**config.mk**
```make
export PLATFORM = sky130hd
export DESIGN_NAME = limit_counter_with_local_reserves
export DESIGN_NICKNAME = d
export VERILOG_FILES = /design/src/design/lclr_pkg.sv /design/src/design/lclr_seq.sv /design/src/design/lclr_div.sv /design/src/design/lclr_dp.sv /design/src/design/limit_counter_with_local_reserves.sv
export SDC_FILE = /design/constraint.sdc
export NUM_CORES = 2
export LEC_CHECK = 0
export BUFFER_PORTS_ARGS = -buffer_cell sky130_fd_sc_hd__buf_2
export CORE_UTILIZATION = 25
export CTS_CLUSTER_DIAMETER = 30
export DETAILED_ROUTE_END_ITERATION = 10
export GPL_ROUTABILITY_DRIVEN = 0
export GPL_TIMING_DRIVEN = 0
export PLACE_DENSITY = 0.39
export SLEW_MARGIN = 25
export SYNTH_ARGS = -nofsm -noshare
export SYNTH_HDL_FRONTEND = slang
export SYNTH_SLANG_ARGS = --single-unit
```
**constraint.sdc**
```tcl
create_clock -name clk -period 6.9 [get_ports clk]
set_input_delay 1.725 -clock clk [delete_from_list [all_inputs] [get_ports clk]]
set_output_delay 1.725 -clock clk [all_outputs]
set_load 0.02 [all_outputs]
```
**src/design/lclr_pkg.sv**
```systemverilog
package lclr_pkg;

  // Field and register widths
  localparam int DATA_W       = 32;
  localparam int ACT_W        = 5;
  localparam int CMD_W        = 2;
  localparam int CLIENT_W     = 4;
  localparam int CFG_IDX_W    = 2;
  localparam int QCNT_W       = $clog2(DATA_W);
  localparam int CLIENTS_DEF  = 16;
  localparam int PREFILL_DIV  = 2;

  localparam logic [DATA_W-1:0] LIMIT_RESET  = 32'd10000;
  localparam logic [ACT_W-1:0]  ACTIVE_RESET = 5'd1;

  // Commands
  localparam logic [CMD_W-1:0] CMD_ADD     = 2'd0;
  localparam logic [CMD_W-1:0] CMD_SUB     = 2'd1;
  localparam logic [CMD_W-1:0] CMD_READ    = 2'd2;
  localparam logic [CMD_W-1:0] CMD_RELEASE = 2'd3;

  // Configuration register indexes
  localparam logic [CFG_IDX_W-1:0] CFG_LIMIT  = 2'd0;
  localparam logic [CFG_IDX_W-1:0] CFG_ACTIVE = 2'd1;

  // Datapath operations, one per microcode step
  typedef enum logic [4:0] {
    OP_NOP       = 5'd0,
    OP_ACCEPT    = 5'd1,
    OP_FETCH     = 5'd2,
    OP_LOAD      = 5'd3,
    OP_DIFF      = 5'd4,
    OP_FIT       = 5'd5,
    OP_FOLD_P    = 5'd6,
    OP_FOLD_R    = 5'd7,
    OP_WB        = 5'd8,
    OP_HSUM      = 5'd9,
    OP_HEAD      = 5'd10,
    OP_HTEST     = 5'd11,
    OP_POOL_ADD  = 5'd12,
    OP_PTEST     = 5'd13,
    OP_POOL_SUB  = 5'd14,
    OP_DIV_START = 5'd15,
    OP_SET_RES   = 5'd16,
    OP_FILL      = 5'd17,
    OP_LC_ADD    = 5'd18,
    OP_SUBCHK    = 5'd19,
    OP_LC_SUB    = 5'd20,
    OP_WALK_RD   = 5'd21,
    OP_WALK_ACC  = 5'd22,
    OP_FIN_READ  = 5'd23,
    OP_FIN_OK    = 5'd24,
    OP_FIN_FAIL  = 5'd25
  } op_t;

  // Jump conditions
  typedef enum logic [3:0] {
    C_NEVER      = 4'd0,
    C_ALWAYS     = 4'd1,
    C_ITEM       = 4'd2,
    C_IS_READ    = 4'd3,
    C_BAD_CLIENT = 4'd4,
    C_IS_REL     = 4'd5,
    C_IS_SUB     = 4'd6,
    C_FLAG       = 4'd7,
    C_NOT_FLAG   = 4'd8,
    C_WALK_MORE  = 4'd9,
    C_DIV_DONE   = 4'd10,
    C_OUT_FREE   = 4'd11
  } cond_t;

  typedef logic [5:0] step_t;

  // Program addresses
  localparam step_t ST_IDLE    = 6'd0;
  localparam step_t ST_FETCH   = 6'd1;
  localparam step_t ST_LOAD    = 6'd2;
  localparam step_t ST_ISREL   = 6'd3;
  localparam step_t ST_ISSUB   = 6'd4;
  localparam step_t ST_DIFF    = 6'd5;
  localparam step_t ST_FIT     = 6'd6;
  localparam step_t ST_FASTQ   = 6'd7;
  localparam step_t ST_FOLDP   = 6'd8;
  localparam step_t ST_FOLDR   = 6'd9;
  localparam step_t ST_FOLDWB  = 6'd10;
  localparam step_t ST_AFTFOLD = 6'd11;
  localparam step_t ST_AHSUM   = 6'd12;
  localparam step_t ST_AHEAD   = 6'd13;
  localparam step_t ST_HTEST   = 6'd14;
  localparam step_t ST_HCHK    = 6'd15;
  localparam step_t ST_PADD    = 6'd16;
  localparam step_t ST_PTEST   = 6'd17;
  localparam step_t ST_PCHK    = 6'd18;
  localparam step_t ST_PSUB    = 6'd19;
  localparam step_t ST_RHSUM   = 6'd20;
  localparam step_t ST_RHEAD   = 6'd21;
  localparam step_t ST_DIVGO   = 6'd22;
  localparam step_t ST_DIVWT   = 6'd23;
  localparam step_t ST_SETRES  = 6'd24;
  localparam step_t ST_FILL    = 6'd25;
  localparam step_t ST_WB      = 6'd26;
  localparam step_t ST_AFAST   = 6'd27;
  localparam step_t ST_SCHK    = 6'd28;
  localparam step_t ST_SCHKJ   = 6'd29;
  localparam step_t ST_SFAST   = 6'd30;
  localparam step_t ST_WALK0   = 6'd31;
  localparam step_t ST_WALK    = 6'd32;
  localparam step_t ST_RDONE   = 6'd33;
  localparam step_t ST_OK      = 6'd34;
  localparam step_t ST_FAIL    = 6'd35;

  // One control word: operation, jump condition, hold-on-false, jump target
  typedef struct packed {
    op_t   op;
    cond_t cond;
    logic  hold;
    step_t target;
  } uword_t;

  // Datapath status seen by the sequencer
  typedef struct packed {
    logic item;
    logic is_read;
    logic bad_client;
    logic is_rel;
    logic is_sub;
    logic flag;
    logic walk_more;
    logic div_done;
    logic out_free;
  } status_t;

  // Saturating 32-bit add
  function automatic logic [DATA_W-1:0] sat_add(input logic [DATA_W-1:0] a,
                                                input logic [DATA_W-1:0] b);
    logic [DATA_W:0] s;
    s = {1'b0, a} + {1'b0, b};
    return s[DATA_W] ? {DATA_W{1'b1}} : s[DATA_W-1:0];
  endfunction

  // Microcode ROM
  function automatic uword_t ucode(input step_t pc);
    uword_t w;
    unique case (pc)
      ST_IDLE:    w = '{OP_ACCEPT,    C_ITEM,       1'b1, ST_FETCH};
      ST_FETCH:   w = '{OP_FETCH,     C_IS_READ,    1'b0, ST_WALK0};
      ST_LOAD:    w = '{OP_LOAD,      C_BAD_CLIENT, 1'b0, ST_FAIL};
      ST_ISREL:   w = '{OP_NOP,       C_IS_REL,     1'b0, ST_FOLDP};
      ST_ISSUB:   w = '{OP_NOP,       C_IS_SUB,     1'b0, ST_SCHK};
      ST_DIFF:    w = '{OP_DIFF,      C_NEVER,      1'b0, ST_IDLE};
      ST_FIT:     w = '{OP_FIT,       C_NEVER,      1'b0, ST_IDLE};
      ST_FASTQ:   w = '{OP_NOP,       C_FLAG,       1'b0, ST_AFAST};
      ST_FOLDP:   w = '{OP_FOLD_P,    C_NEVER,      1'b0, ST_IDLE};
      ST_FOLDR:   w = '{OP_FOLD_R,    C_NEVER,      1'b0, ST_IDLE};
      ST_FOLDWB:  w = '{OP_WB,        C_IS_REL,     1'b0, ST_OK};
      ST_AFTFOLD: w = '{OP_NOP,       C_IS_SUB,     1'b0, ST_PTEST};
      ST_AHSUM:   w = '{OP_HSUM,      C_NEVER,      1'b0, ST_IDLE};
      ST_AHEAD:   w = '{OP_HEAD,      C_NEVER,      1'b0, ST_IDLE};
      ST_HTEST:   w = '{OP_HTEST,     C_NEVER,      1'b0, ST_IDLE};
      ST_HCHK:    w = '{OP_NOP,       C_NOT_FLAG,   1'b0, ST_FAIL};
      ST_PADD:    w = '{OP_POOL_ADD,  C_ALWAYS,     1'b0, ST_RHSUM};
      ST_PTEST:   w = '{OP_PTEST,     C_NEVER,      1'b0, ST_IDLE};
      ST_PCHK:    w = '{OP_NOP,       C_NOT_FLAG,   1'b0, ST_FAIL};
      ST_PSUB:    w = '{OP_POOL_SUB,  C_NEVER,      1'b0, ST_IDLE};
      ST_RHSUM:   w = '{OP_HSUM,      C_NEVER,      1'b0, ST_IDLE};
      ST_RHEAD:   w = '{OP_HEAD,      C_NEVER,      1'b0, ST_IDLE};
      ST_DIVGO:   w = '{OP_DIV_START, C_NEVER,      1'b0, ST_IDLE};
      ST_DIVWT:   w = '{OP_NOP,       C_DIV_DONE,   1'b1, ST_SETRES};
      ST_SETRES:  w = '{OP_SET_RES,   C_NEVER,      1'b0, ST_IDLE};
      ST_FILL:    w = '{OP_FILL,      C_NEVER,      1'b0, ST_IDLE};
      ST_WB:      w = '{OP_WB,        C_ALWAYS,     1'b0, ST_OK};
      ST_AFAST:   w = '{OP_LC_ADD,    C_ALWAYS,     1'b0, ST_WB};
      ST_SCHK:    w = '{OP_SUBCHK,    C_NEVER,      1'b0, ST_IDLE};
      ST_SCHKJ:   w = '{OP_NOP,       C_NOT_FLAG,   1'b0, ST_FOLDP};
      ST_SFAST:   w = '{OP_LC_SUB,    C_ALWAYS,     1'b0, ST_WB};
      ST_WALK0:   w = '{OP_WALK_RD,   C_NEVER,      1'b0, ST_IDLE};
      ST_WALK:    w = '{OP_WALK_ACC,  C_WALK_MORE,  1'b0, ST_WALK};
      ST_RDONE:   w = '{OP_FIN_READ,  C_OUT_FREE,   1'b1, ST_IDLE};
      ST_OK:      w = '{OP_FIN_OK,    C_OUT_FREE,   1'b1, ST_IDLE};
      ST_FAIL:    w = '{OP_FIN_FAIL,  C_OUT_FREE,   1'b1, ST_IDLE};
      default:    w = '{OP_NOP,       C_ALWAYS,     1'b0, ST_IDLE};
    endcase
    return w;
  endfunction

endpackage

```
**src/design/lclr_seq.sv**
```systemverilog
// Microcode sequencer: step counter, control ROM and jump logic
module lclr_seq (
  input  logic              clk,
  input  logic              rst,
  input  lclr_pkg::status_t st,
  output lclr_pkg::op_t     op
);

  lclr_pkg::step_t  pc;
  lclr_pkg::step_t  pc_next;
  lclr_pkg::uword_t uw;
  logic             take;

  assign uw = lclr_pkg::ucode(pc);
  assign op = uw.op;

  // Condition select
  always_comb begin
    unique case (uw.cond)
      lclr_pkg::C_NEVER:      take = 1'b0;
      lclr_pkg::C_ALWAYS:     take = 1'b1;
      lclr_pkg::C_ITEM:       take = st.item;
      lclr_pkg::C_IS_READ:    take = st.is_read;
      lclr_pkg::C_BAD_CLIENT: take = st.bad_client;
      lclr_pkg::C_IS_REL:     take = st.is_rel;
      lclr_pkg::C_IS_SUB:     take = st.is_sub;
      lclr_pkg::C_FLAG:       take = st.flag;
      lclr_pkg::C_NOT_FLAG:   take = !st.flag;
      lclr_pkg::C_WALK_MORE:  take = st.walk_more;
      lclr_pkg::C_DIV_DONE:   take = st.div_done;
      lclr_pkg::C_OUT_FREE:   take = st.out_free;
      default:                take = 1'b0;
    endcase
  end

  // Jump, hold or step on
  always_comb begin
    if (take) begin
      pc_next = uw.target;
    end else if (uw.hold) begin
      pc_next = pc;
    end else begin
      pc_next = pc + 6'd1;
    end
  end

  always_ff @(posedge clk) begin
    if (rst) begin
      pc <= lclr_pkg::ST_IDLE;
    end else begin
      pc <= pc_next;
    end
  end

endmodule

```
**src/design/lclr_div.sv**
```systemverilog
// Restoring divider, one quotient bit per cycle
module lclr_div (
  input  logic                          clk,
  input  logic                          rst,
  input  logic                          start,
  input  logic [lclr_pkg::DATA_W-1:0]   dividend,
  input  logic [lclr_pkg::ACT_W-1:0]    divisor,
  output logic                          busy,
  output logic [lclr_pkg::DATA_W-1:0]   quot
);

  logic [lclr_pkg::QCNT_W-1:0] cnt;
  logic [lclr_pkg::ACT_W-1:0]  rem;
  logic [lclr_pkg::ACT_W-1:0]  dvs;
  logic [lclr_pkg::ACT_W:0]    trial;
  logic [lclr_pkg::ACT_W:0]    diff;
  logic                        ge;

  assign trial = {rem, quot[lclr_pkg::DATA_W-1]};
  assign diff  = trial - {1'b0, dvs};
  assign ge    = trial >= {1'b0, dvs};

  always_ff @(posedge clk) begin
    if (rst) begin
      busy <= 1'b0;
    end else if (start) begin
      busy <= 1'b1;
    end else if (busy && cnt == '0) begin
      busy <= 1'b0;
    end
  end

  // Shift dividend out, quotient bits in
  always_ff @(posedge clk) begin
    if (start) begin
      quot <= dividend;
      rem  <= '0;
      dvs  <= divisor;
      cnt  <= {lclr_pkg::QCNT_W{1'b1}};
    end else if (busy) begin
      quot <= {quot[lclr_pkg::DATA_W-2:0], ge};
      rem  <= ge ? diff[lclr_pkg::ACT_W-1:0] : trial[lclr_pkg::ACT_W-1:0];
      cnt  <= cnt - 1'b1;
    end
  end

endmodule

```
**src/design/lclr_dp.sv**
```systemverilog
// Datapath: pooled values, local store, working registers, result register
module lclr_dp #(
  parameter int CLIENTS = lclr_pkg::CLIENTS_DEF
) (
  input  logic                            clk,
  input  logic                            rst,
  input  lclr_pkg::op_t                   op,
  input  logic                            in_valid,
  output logic                            in_ready,
  input  logic [lclr_pkg::CMD_W-1:0]      command,
  input  logic [lclr_pkg::CLIENT_W-1:0]   client,
  input  logic [lclr_pkg::DATA_W-1:0]     delta,
  output logic                            out_valid,
  input  logic                            out_ready,
  output logic                            ok,
  output logic [lclr_pkg::DATA_W-1:0]     total,
  input  logic [lclr_pkg::DATA_W-1:0]     count_limit,
  input  logic [lclr_pkg::ACT_W-1:0]      active_clients,
  output lclr_pkg::status_t               st
);

  localparam int IW = (CLIENTS > 1) ? $clog2(CLIENTS) : 1;
  localparam int WW = $clog2(CLIENTS + 1);
  localparam int DW = lclr_pkg::DATA_W;

  // Latched item
  logic [lclr_pkg::CMD_W-1:0]    cmd_r;
  logic [lclr_pkg::CLIENT_W-1:0] client_r;
  logic [DW-1:0]                 delta_r;

  // State and working registers
  logic [DW-1:0] pooled;
  logic [DW-1:0] reserved;
  logic [DW-1:0] lc;
  logic [DW-1:0] lr;
  logic [DW:0]   tmp;
  logic [DW-1:0] head;
  logic [DW-1:0] acc;
  logic          flag;
  logic [WW-1:0] wcnt;

  // Local store
  logic [DW-1:0] cnt_mem [CLIENTS];
  logic [DW-1:0] res_mem [CLIENTS];
  logic          vld     [CLIENTS];
  logic [DW-1:0] rd_cnt;
  logic [DW-1:0] rd_res;
  logic          rd_vld;
  logic [DW-1:0] rd_cnt_e;
  logic [DW-1:0] rd_res_e;
  logic [IW-1:0] cidx;
  logic [IW-1:0] raddr;

  // Divider hookup
  logic              div_busy;
  logic [DW-1:0]     quot;
  logic [lclr_pkg::ACT_W-1:0] dvs_in;

  // Misc combinational
  logic          out_free;
  logic          fin;
  logic [DW:0]   limit_x;
  logic [DW:0]   head_diff;
  logic [DW-1:0] half_q;
  logic [DW-1:0] fill;

  assign cidx     = IW'(client_r);
  assign raddr    = (op == lclr_pkg::OP_FETCH) ? cidx : wcnt[IW-1:0];
  assign rd_cnt_e = rd_vld ? rd_cnt : '0;
  assign rd_res_e = rd_vld ? rd_res : '0;
  assign in_ready = (op == lclr_pkg::OP_ACCEPT);
  assign out_free = !out_valid || out_ready;
  assign fin      = (op == lclr_pkg::OP_FIN_READ) || (op == lclr_pkg::OP_FIN_OK) ||
                    (op == lclr_pkg::OP_FIN_FAIL);
  assign limit_x  = {1'b0, count_limit};
  assign head_diff = limit_x - tmp;
  assign half_q   = quot / lclr_pkg::PREFILL_DIV;
  assign fill     = (half_q > pooled) ? pooled : half_q;
  assign dvs_in   = (active_clients == '0) ? lclr_pkg::ACT_W'(1) : active_clients;

  lclr_div u_div (
    .clk      (clk),
    .rst      (rst),
    .start    (op == lclr_pkg::OP_DIV_START),
    .dividend (head),
    .divisor  (dvs_in),
    .busy     (div_busy),
    .quot     (quot)
  );

  // Status for jump conditions
  always_comb begin
    st.item       = in_valid;
    st.is_read    = (cmd_r == lclr_pkg::CMD_READ);
    st.bad_client = (32'(client_r) >= 32'(CLIENTS));
    st.is_rel     = (cmd_r == lclr_pkg::CMD_RELEASE);
    st.is_sub     = (cmd_r == lclr_pkg::CMD_SUB);
    st.flag       = flag;
    st.walk_more  = (wcnt < WW'(CLIENTS));
    st.div_done   = !div_busy;
    st.out_free   = out_free;
  end

  // Local store: registered read, write-back of one client
  always_ff @(posedge clk) begin
    rd_cnt <= cnt_mem[raddr];
    rd_res <= res_mem[raddr];
    rd_vld <= vld[raddr];
    if (op == lclr_pkg::OP_WB) begin
      cnt_mem[cidx] <= lc;
      res_mem[cidx] <= lr;
    end
  end

  // Entry valid bits; an unwritten entry reads as zero
  always_ff @(posedge clk) begin
    if (rst) begin
      for (int i = 0; i < CLIENTS; i++) begin
        vld[i] <= 1'b0;
      end
    end else if (op == lclr_pkg::OP_WB) begin
      vld[cidx] <= 1'b1;
    end
  end

  // Pooled count and reserved total
  always_ff @(posedge clk) begin
    if (rst) begin
      pooled   <= '0;
      reserved <= '0;
    end else begin
      case (op)
        lclr_pkg::OP_FOLD_P:   pooled <= lclr_pkg::sat_add(pooled, lc);
        lclr_pkg::OP_FOLD_R:   reserved <= (reserved >= lr) ? reserved - lr : '0;
        lclr_pkg::OP_POOL_ADD: pooled <= pooled + delta_r;
        lclr_pkg::OP_POOL_SUB: pooled <= pooled - delta_r;
        lclr_pkg::OP_SET_RES:  reserved <= lclr_pkg::sat_add(reserved, quot);
        lclr_pkg::OP_FILL:     pooled <= pooled - fill;
        default: ;
      endcase
    end
  end

  // Working registers
  always_ff @(posedge clk) begin
    case (op)
      lclr_pkg::OP_ACCEPT: begin
        if (in_valid) begin
          cmd_r    <= command;
          client_r <= client;
          delta_r  <= delta;
        end
      end
      lclr_pkg::OP_FETCH: begin
        acc  <= pooled;
        wcnt <= '0;
      end
      lclr_pkg::OP_LOAD: begin
        lc <= rd_cnt_e;
        lr <= rd_res_e;
      end
      lclr_pkg::OP_DIFF: begin
        tmp  <= {1'b0, lr - lc};
        flag <= (lc <= lr);
      end
      lclr_pkg::OP_FIT:     flag <= flag && (tmp[DW-1:0] >= delta_r);
      lclr_pkg::OP_FOLD_P:  lc <= '0;
      lclr_pkg::OP_FOLD_R:  lr <= '0;
      lclr_pkg::OP_HSUM:    tmp <= {1'b0, pooled} + {1'b0, reserved};
      lclr_pkg::OP_HEAD:    head <= (limit_x > tmp) ? head_diff[DW-1:0] : '0;
      lclr_pkg::OP_HTEST:   flag <= (head >= delta_r);
      lclr_pkg::OP_PTEST:   flag <= (pooled >= delta_r);
      lclr_pkg::OP_SET_RES: lr <= quot;
      lclr_pkg::OP_FILL:    lc <= fill;
      lclr_pkg::OP_LC_ADD:  lc <= lc + delta_r;
      lclr_pkg::OP_SUBCHK:  flag <= (lc >= delta_r);
      lclr_pkg::OP_LC_SUB:  lc <= lc - delta_r;
      lclr_pkg::OP_WALK_RD: wcnt <= WW'(1);
      lclr_pkg::OP_WALK_ACC: begin
        acc <= lclr_pkg::sat_add(acc, rd_cnt_e);
        if (wcnt < WW'(CLIENTS)) begin
          wcnt <= wcnt + 1'b1;
        end
      end
      default: ;
    endcase
  end

  // Result register
  always_ff @(posedge clk) begin
    if (rst) begin
      out_valid <= 1'b0;
    end else if (fin && out_free) begin
      out_valid <= 1'b1;
    end else if (out_ready) begin
      out_valid <= 1'b0;
    end
  end

  always_ff @(posedge clk) begin
    if (fin && out_free) begin
      ok    <= (op != lclr_pkg::OP_FIN_FAIL);
      total <= (op == lclr_pkg::OP_FIN_READ) ? acc : '0;
    end
  end

endmodule

```
**src/design/limit_counter_with_local_reserves.sv**
```systemverilog
// Bounded shared counter with per-client local counts and reserves. One item
// is taken at a time and gives exactly one result (ok, total). An add that fits
// the client's local reserve, or a subtract covered by the local count, is done
// locally; one that falls back to the pooled values waits on the bit-serial
// division of the free headroom by active_clients. A read walks the local
// store one client per cycle. A finished result waits in an output register,
// and the next item is accepted while it waits. The user must write
// configuration (index 0 count_limit, index 1 active_clients) only while idle;
// the block itself does not enforce it.
module limit_counter_with_local_reserves #(
  parameter int CLIENTS = lclr_pkg::CLIENTS_DEF
) (
  input  logic                               clk,
  input  logic                               rst,
  input  logic                               in_valid,
  output logic                               in_ready,
  input  logic [lclr_pkg::CMD_W-1:0]         command,
  input  logic [lclr_pkg::CLIENT_W-1:0]      client,
  input  logic [lclr_pkg::DATA_W-1:0]        delta,
  output logic                               out_valid,
  input  logic                               out_ready,
  output logic                               ok,
  output logic [lclr_pkg::DATA_W-1:0]        total,
  input  logic                               cfg_we,
  input  logic [lclr_pkg::CFG_IDX_W-1:0]     cfg_index,
  input  logic [lclr_pkg::DATA_W-1:0]        cfg_data
);

  logic [lclr_pkg::DATA_W-1:0] count_limit;
  logic [lclr_pkg::ACT_W-1:0]  active_clients;
  lclr_pkg::op_t               op;
  lclr_pkg::status_t           st;

  // Configuration registers
  always_ff @(posedge clk) begin
    if (rst) begin
      count_limit    <= lclr_pkg::LIMIT_RESET;
      active_clients <= lclr_pkg::ACTIVE_RESET;
    end else if (cfg_we) begin
      case (cfg_index)
        lclr_pkg::CFG_LIMIT:  count_limit <= cfg_data;
        lclr_pkg::CFG_ACTIVE: active_clients <= cfg_data[lclr_pkg::ACT_W-1:0];
        default: ;
      endcase
    end
  end

  lclr_seq u_seq (
    .clk (clk),
    .rst (rst),
    .st  (st),
    .op  (op)
  );

  lclr_dp #(
    .CLIENTS (CLIENTS)
  ) u_dp (
    .clk            (clk),
    .rst            (rst),
    .op             (op),
    .in_valid       (in_valid),
    .in_ready       (in_ready),
    .command        (command),
    .client         (client),
    .delta          (delta),
    .out_valid      (out_valid),
    .out_ready      (out_ready),
    .ok             (ok),
    .total          (total),
    .count_limit    (count_limit),
    .active_clients (active_clients),
    .st             (st)
  );

  // Accepted item moves the program on to the local fetch
  a_accept_fetch: assert property (@(posedge clk) disable iff (rst)
    (in_valid && in_ready) |=> (op == lclr_pkg::OP_FETCH))
    else $error("accepted item did not advance to fetch");

  // Divider goes busy right after start
  a_div_start: assert property (@(posedge clk) disable iff (rst)
    (op == lclr_pkg::OP_DIV_START) |=> !st.div_done)
    else $error("divider not busy after start");

  // Failed item posts ok low
  a_fail_result: assert property (@(posedge clk) disable iff (rst)
    (op == lclr_pkg::OP_FIN_FAIL && st.out_free) |=> (out_valid && !ok))
    else $error("failed item result not posted");

endmodule

```
==> metrics.md <==
| Metric | Value |
|---|---|
| R2R depth | `25` |
| Worst reg2reg setup slack | `0.19 ns` |
| Synthesized area | `80,800 sq um` |
| Largest stage delay, worst path | `0.79 ns` |
| Largest family of logic cells by synthesized area | `compound AO/OA/AOI/OAI gates` |
| Fin cells | `12,800` |
| PortBufs | `111` |
| Overall Power | `49.8 mW` |
| Compound-Gate Fraction of Synth Area | `19.1%` |
| Tightest Hold Check Type | `flop to flop` |
| Multiplexer share of the synthesized area | `0.700%` |
| Endpoint type of the worst setup path | `flop` |
| Worst hold slack | `0.452 ns` |
| Top post-synthesis cells by area | `edfxtp_1, ha_1, dfxtp_1` |
| Worst-Skew Late Latency | `0.91 ns` |
| Peak supply drop | `238 uV` |
| Via count | `64,700` |
| FP Rows | `208` |
| Final setup violation count | `0` |
| Slowest CP cell | `dfxtp_1` |
| Avg WL per Cell | `26.7 um` |
| Clock Path Buffers | `4` |
| Hold Buf Count CTS | `0` |
| CTS sink count | `1,515` |
| Sum of buffers and inverters on the critical path | `3` |
| Post-synth EDFFs | `1,299` |
| Levels on crit path | `25` |
| Part of the cycle the worst path needs | `97.2%` |
| CP top delay family | `compound AO/OA/AOI/OAI gates` |
| Post-Syn Instances | `7,525` |
| Initial Util | `25.1%` |
| Layout cell share with drive strength beyond 1 | `12.1%` |
| Kind of critical path | `flop to flop` |
| Post-Synth XOR/XNOR Area | `2.98%` |
| Worst slew pin tran | `1.14 ns` |
| Post-synth top cells | `edfxtp_1, nand2_1, a21oi_1` |
| Status | `finished clean` |
| Post-synth cell types | `99` |
| First-pass GRT wire length | `477,000 um` |
| Worst slack, placed | `-0.526 ns` |
| Die Width | `570 um` |
| Layout Area Growth over Synthesis | `26.7%` |
| Adder-cell area share of the yosys netlist | `7.42%` |
| Clock Skews | `0.106 ns` |
| Detailed Routing Iterations Pass 1 | `6` |
| Mapped Nets | `8,074` |
| Cell area after layout | `102,000 sq um` |
| Top-Level Pins | `112` |
| CTS tree | `built` |
| Root Buffer | `clkbuf_16` |
| Clk slew on worst S/H paths | `0.04 ns` |
| Ys flop type | `edfxtp_1` |
| Worst setup endpoint | `u_dp.pooled[30]$_SDFFE_PP0P_` |
| Die Area | `325,000 sq um` |
| Worst Setup Start Kind | `flop` |
| Largest regs | `u_dp.cnt_mem (512), u_dp.res_mem (512), u_dp.tmp (33)` |
| Count leader, synth | `edfxtp_1` |
| Drc violations | `0` |
| Sequential fraction of the synthesis area | `53.7%` |
| CTS H-tree depth | `5` |
| Initial antenna violation count | `28` |
| Vias/cell | `5.05` |
| Core Area | `321,000 sq um` |
| Vias in the first global route | `64,100` |
| DP Area | `89,300 sq um` |
| Util after Layout | `31.9%` |
| Fmax | `149 MHz` |
| GRT overflow | `0` |
| Nets@finish | `8,728` |
| MaxCap Viol Count | `0` |
| Die Ht | `570 um` |
| CP max FO | `10` |
| Worst setup startpoint | `u_dp.pooled[13]$_SDFFE_PP0P_` |
| Top-area cell type share of the netlist area | `48.3%` |
| Largest net degree at the start of global routing | `39` |
| DR iter-0 viols | `5,619` |
| Mean Syn Cell Area | `10.7 sq um` |
| Synth area leader | `edfxtp_1` |
| Post-route ant nets | `0` |
| Power Density | `487 nW/um^2` |
| Seq cells post-synth | `1,515` |
| Routed WL | `341,000 um` |
| Synth Area in Simple Gates | `12.9%` |
| Final WS setup | `0.192 ns` |
| Final HPWL DP | `260,000 um` |
| Leak | `37.3 nW` |
| Warnings from Yosys | `0` |
| Setup TNS | `0 ns` |
| Slew headroom | `23.9%` |
| Worst R2R End | `u_dp.pooled[30]$_SDFFE_PP0P_` |
| Final hold violation count | `0` |
| Worst Path Arrival | `7.45 ns` |
| RR Startpoint | `u_dp.pooled[13]$_SDFFE_PP0P_` |
| Max Transition Viols Final | `0` |
| CTS Buf Count | `377` |
| FFs w/ async S/R, synth | `0%` |
| Period minus WS final | `6.71 ns` |
| Cells after DPL | `12,100` |
| GRT Util Overall | `20.5%` |
| WP data required | `7.64 ns` |
## kinds of logic (layout without fill, tap and decap cells)
group | Yosys count | in the layout
AND/OR/NAND/NOR | 2205 | 2205
flip-flops | 1515 | 1515
AO/OA/AOI/OAI | 2313 | 2313
buffers and inverters | 689 | 1654
multiplexers | 56 | 56
other | 0 | 10
adder cells (fa/ha/maj) | 472 | 472
XOR/XNOR | 275 | 275
## power breakdown
part / switching, mW / leakage [nW] / total (mW) / internal, mW
clock: 5.60 / 6.12 / 17.3 / 11.7
sequential: 2.01 / 13.4 / 13.9 / 11.9
combinational: 12.4 / 17.8 / 18.6 / 6.17
## cell usage in the layout, fill, tap and decap left out, drive strengths merged, types with 56 or more instances in the layout
cell type and count:
edfxtp 1299, nand2 938, clkbuf 837, a21oi 603
ha 460, a211oi 382, nor2 357, o21ai 343
and2 339, buf 311, inv 299, dfxtp 216
a31oi 188, xnor2 180, clkinv 143, a311oi 142
a21o 141, nor3 134, nand3 98, xor2 95
nand2b 68, a221oi 56
## metal layers
| layer | up-vias | part of all wire, % | track usage (%) | wire (um) |
|---|---|---|---|---|
| li1 | 29900 | - | - | - |
| met1 | 31900 | 45 | 27.5 | 152000 |
| met2 | 2319 | 45 | 32.4 | 152000 |
| met3 | 605 | 5.9 | 3.17 | 20100 |
| met4 | 6 | 4.9 | 8.89 | 16800 |
| met5 | - | 0.0097 | 0 | 33 |
## worst register-to-register path, stage by stage (launching register included)
cell and delay, ns:
dfxtp_1 0.79, inv_1 0.38, ha_1 0.33, or3_1 0.37, o21ai_0 0.08, a21oi_1 0.06, a31oi_1 0.17, o211ai_1 0.10
nand2_1 0.24, buf_2 0.41, mux2i_1 0.16, nor2_1 0.31, a21o_1 0.23, ha_1 0.17, inv_1 0.05, fa_1 0.42
a211oi_1 0.26, o21bai_1 0.16, o211ai_1 0.39, a31oi_1 0.23, nand4_1 0.21, a31oi_2 0.19, o41ai_2 0.36, xnor2_1 0.16
nand2_1 0.08, a221oi_1 0.29
## area by class of cell
type / instances / area [sq um]
Inverter: 284 / 1070
Buffer: 405 / 1600
Sequential cell: 1515 / 43300
Clock buffer: 469 / 10200
Timing Repair Buffer: 275 / 3250
Tap cell: 4305 / 5390
Fill cell: 32800 / 219000
Clock inverter: 221 / 2410
Multi-Input combinational cell: 5321 / 35000
Antenna cell: 10 / 25.0
## what timing repair did
action,in CTS,in global routing
setup buffers,11,4
endpoints found under the setup margin,10,7
gates resized for setup,16,9
## how the worst min path moves through the flow
stage | startpoint | end | slack, ns | cells after the start
final | count_limit[0]$_SDFFE_PP0P_ | count_limit[0]$_SDFFE_PP0P_ | 0.45 | 2
after CTS | count_limit[0]$_SDFFE_PP0P_ | count_limit[0]$_SDFFE_PP0P_ | 0.46 | 2
after detailed placement | u_dp.vld[11]$_DFF_P_ | u_dp.vld[11]$_DFF_P_ | 0.45 | 1
after global placement | u_dp.vld[15]$_DFF_P_ | u_dp.vld[15]$_DFF_P_ | 0.44 | 2
after global routing | u_dp.vld[5]$_DFF_P_ | u_dp.vld[5]$_DFF_P_ | 0.47 | 1
after floorplan | u_dp.vld[15]$_DFF_P_ | u_dp.vld[15]$_DFF_P_ | 0.43 | 2
Note: power is estimated with default switching activity, not from simulation.
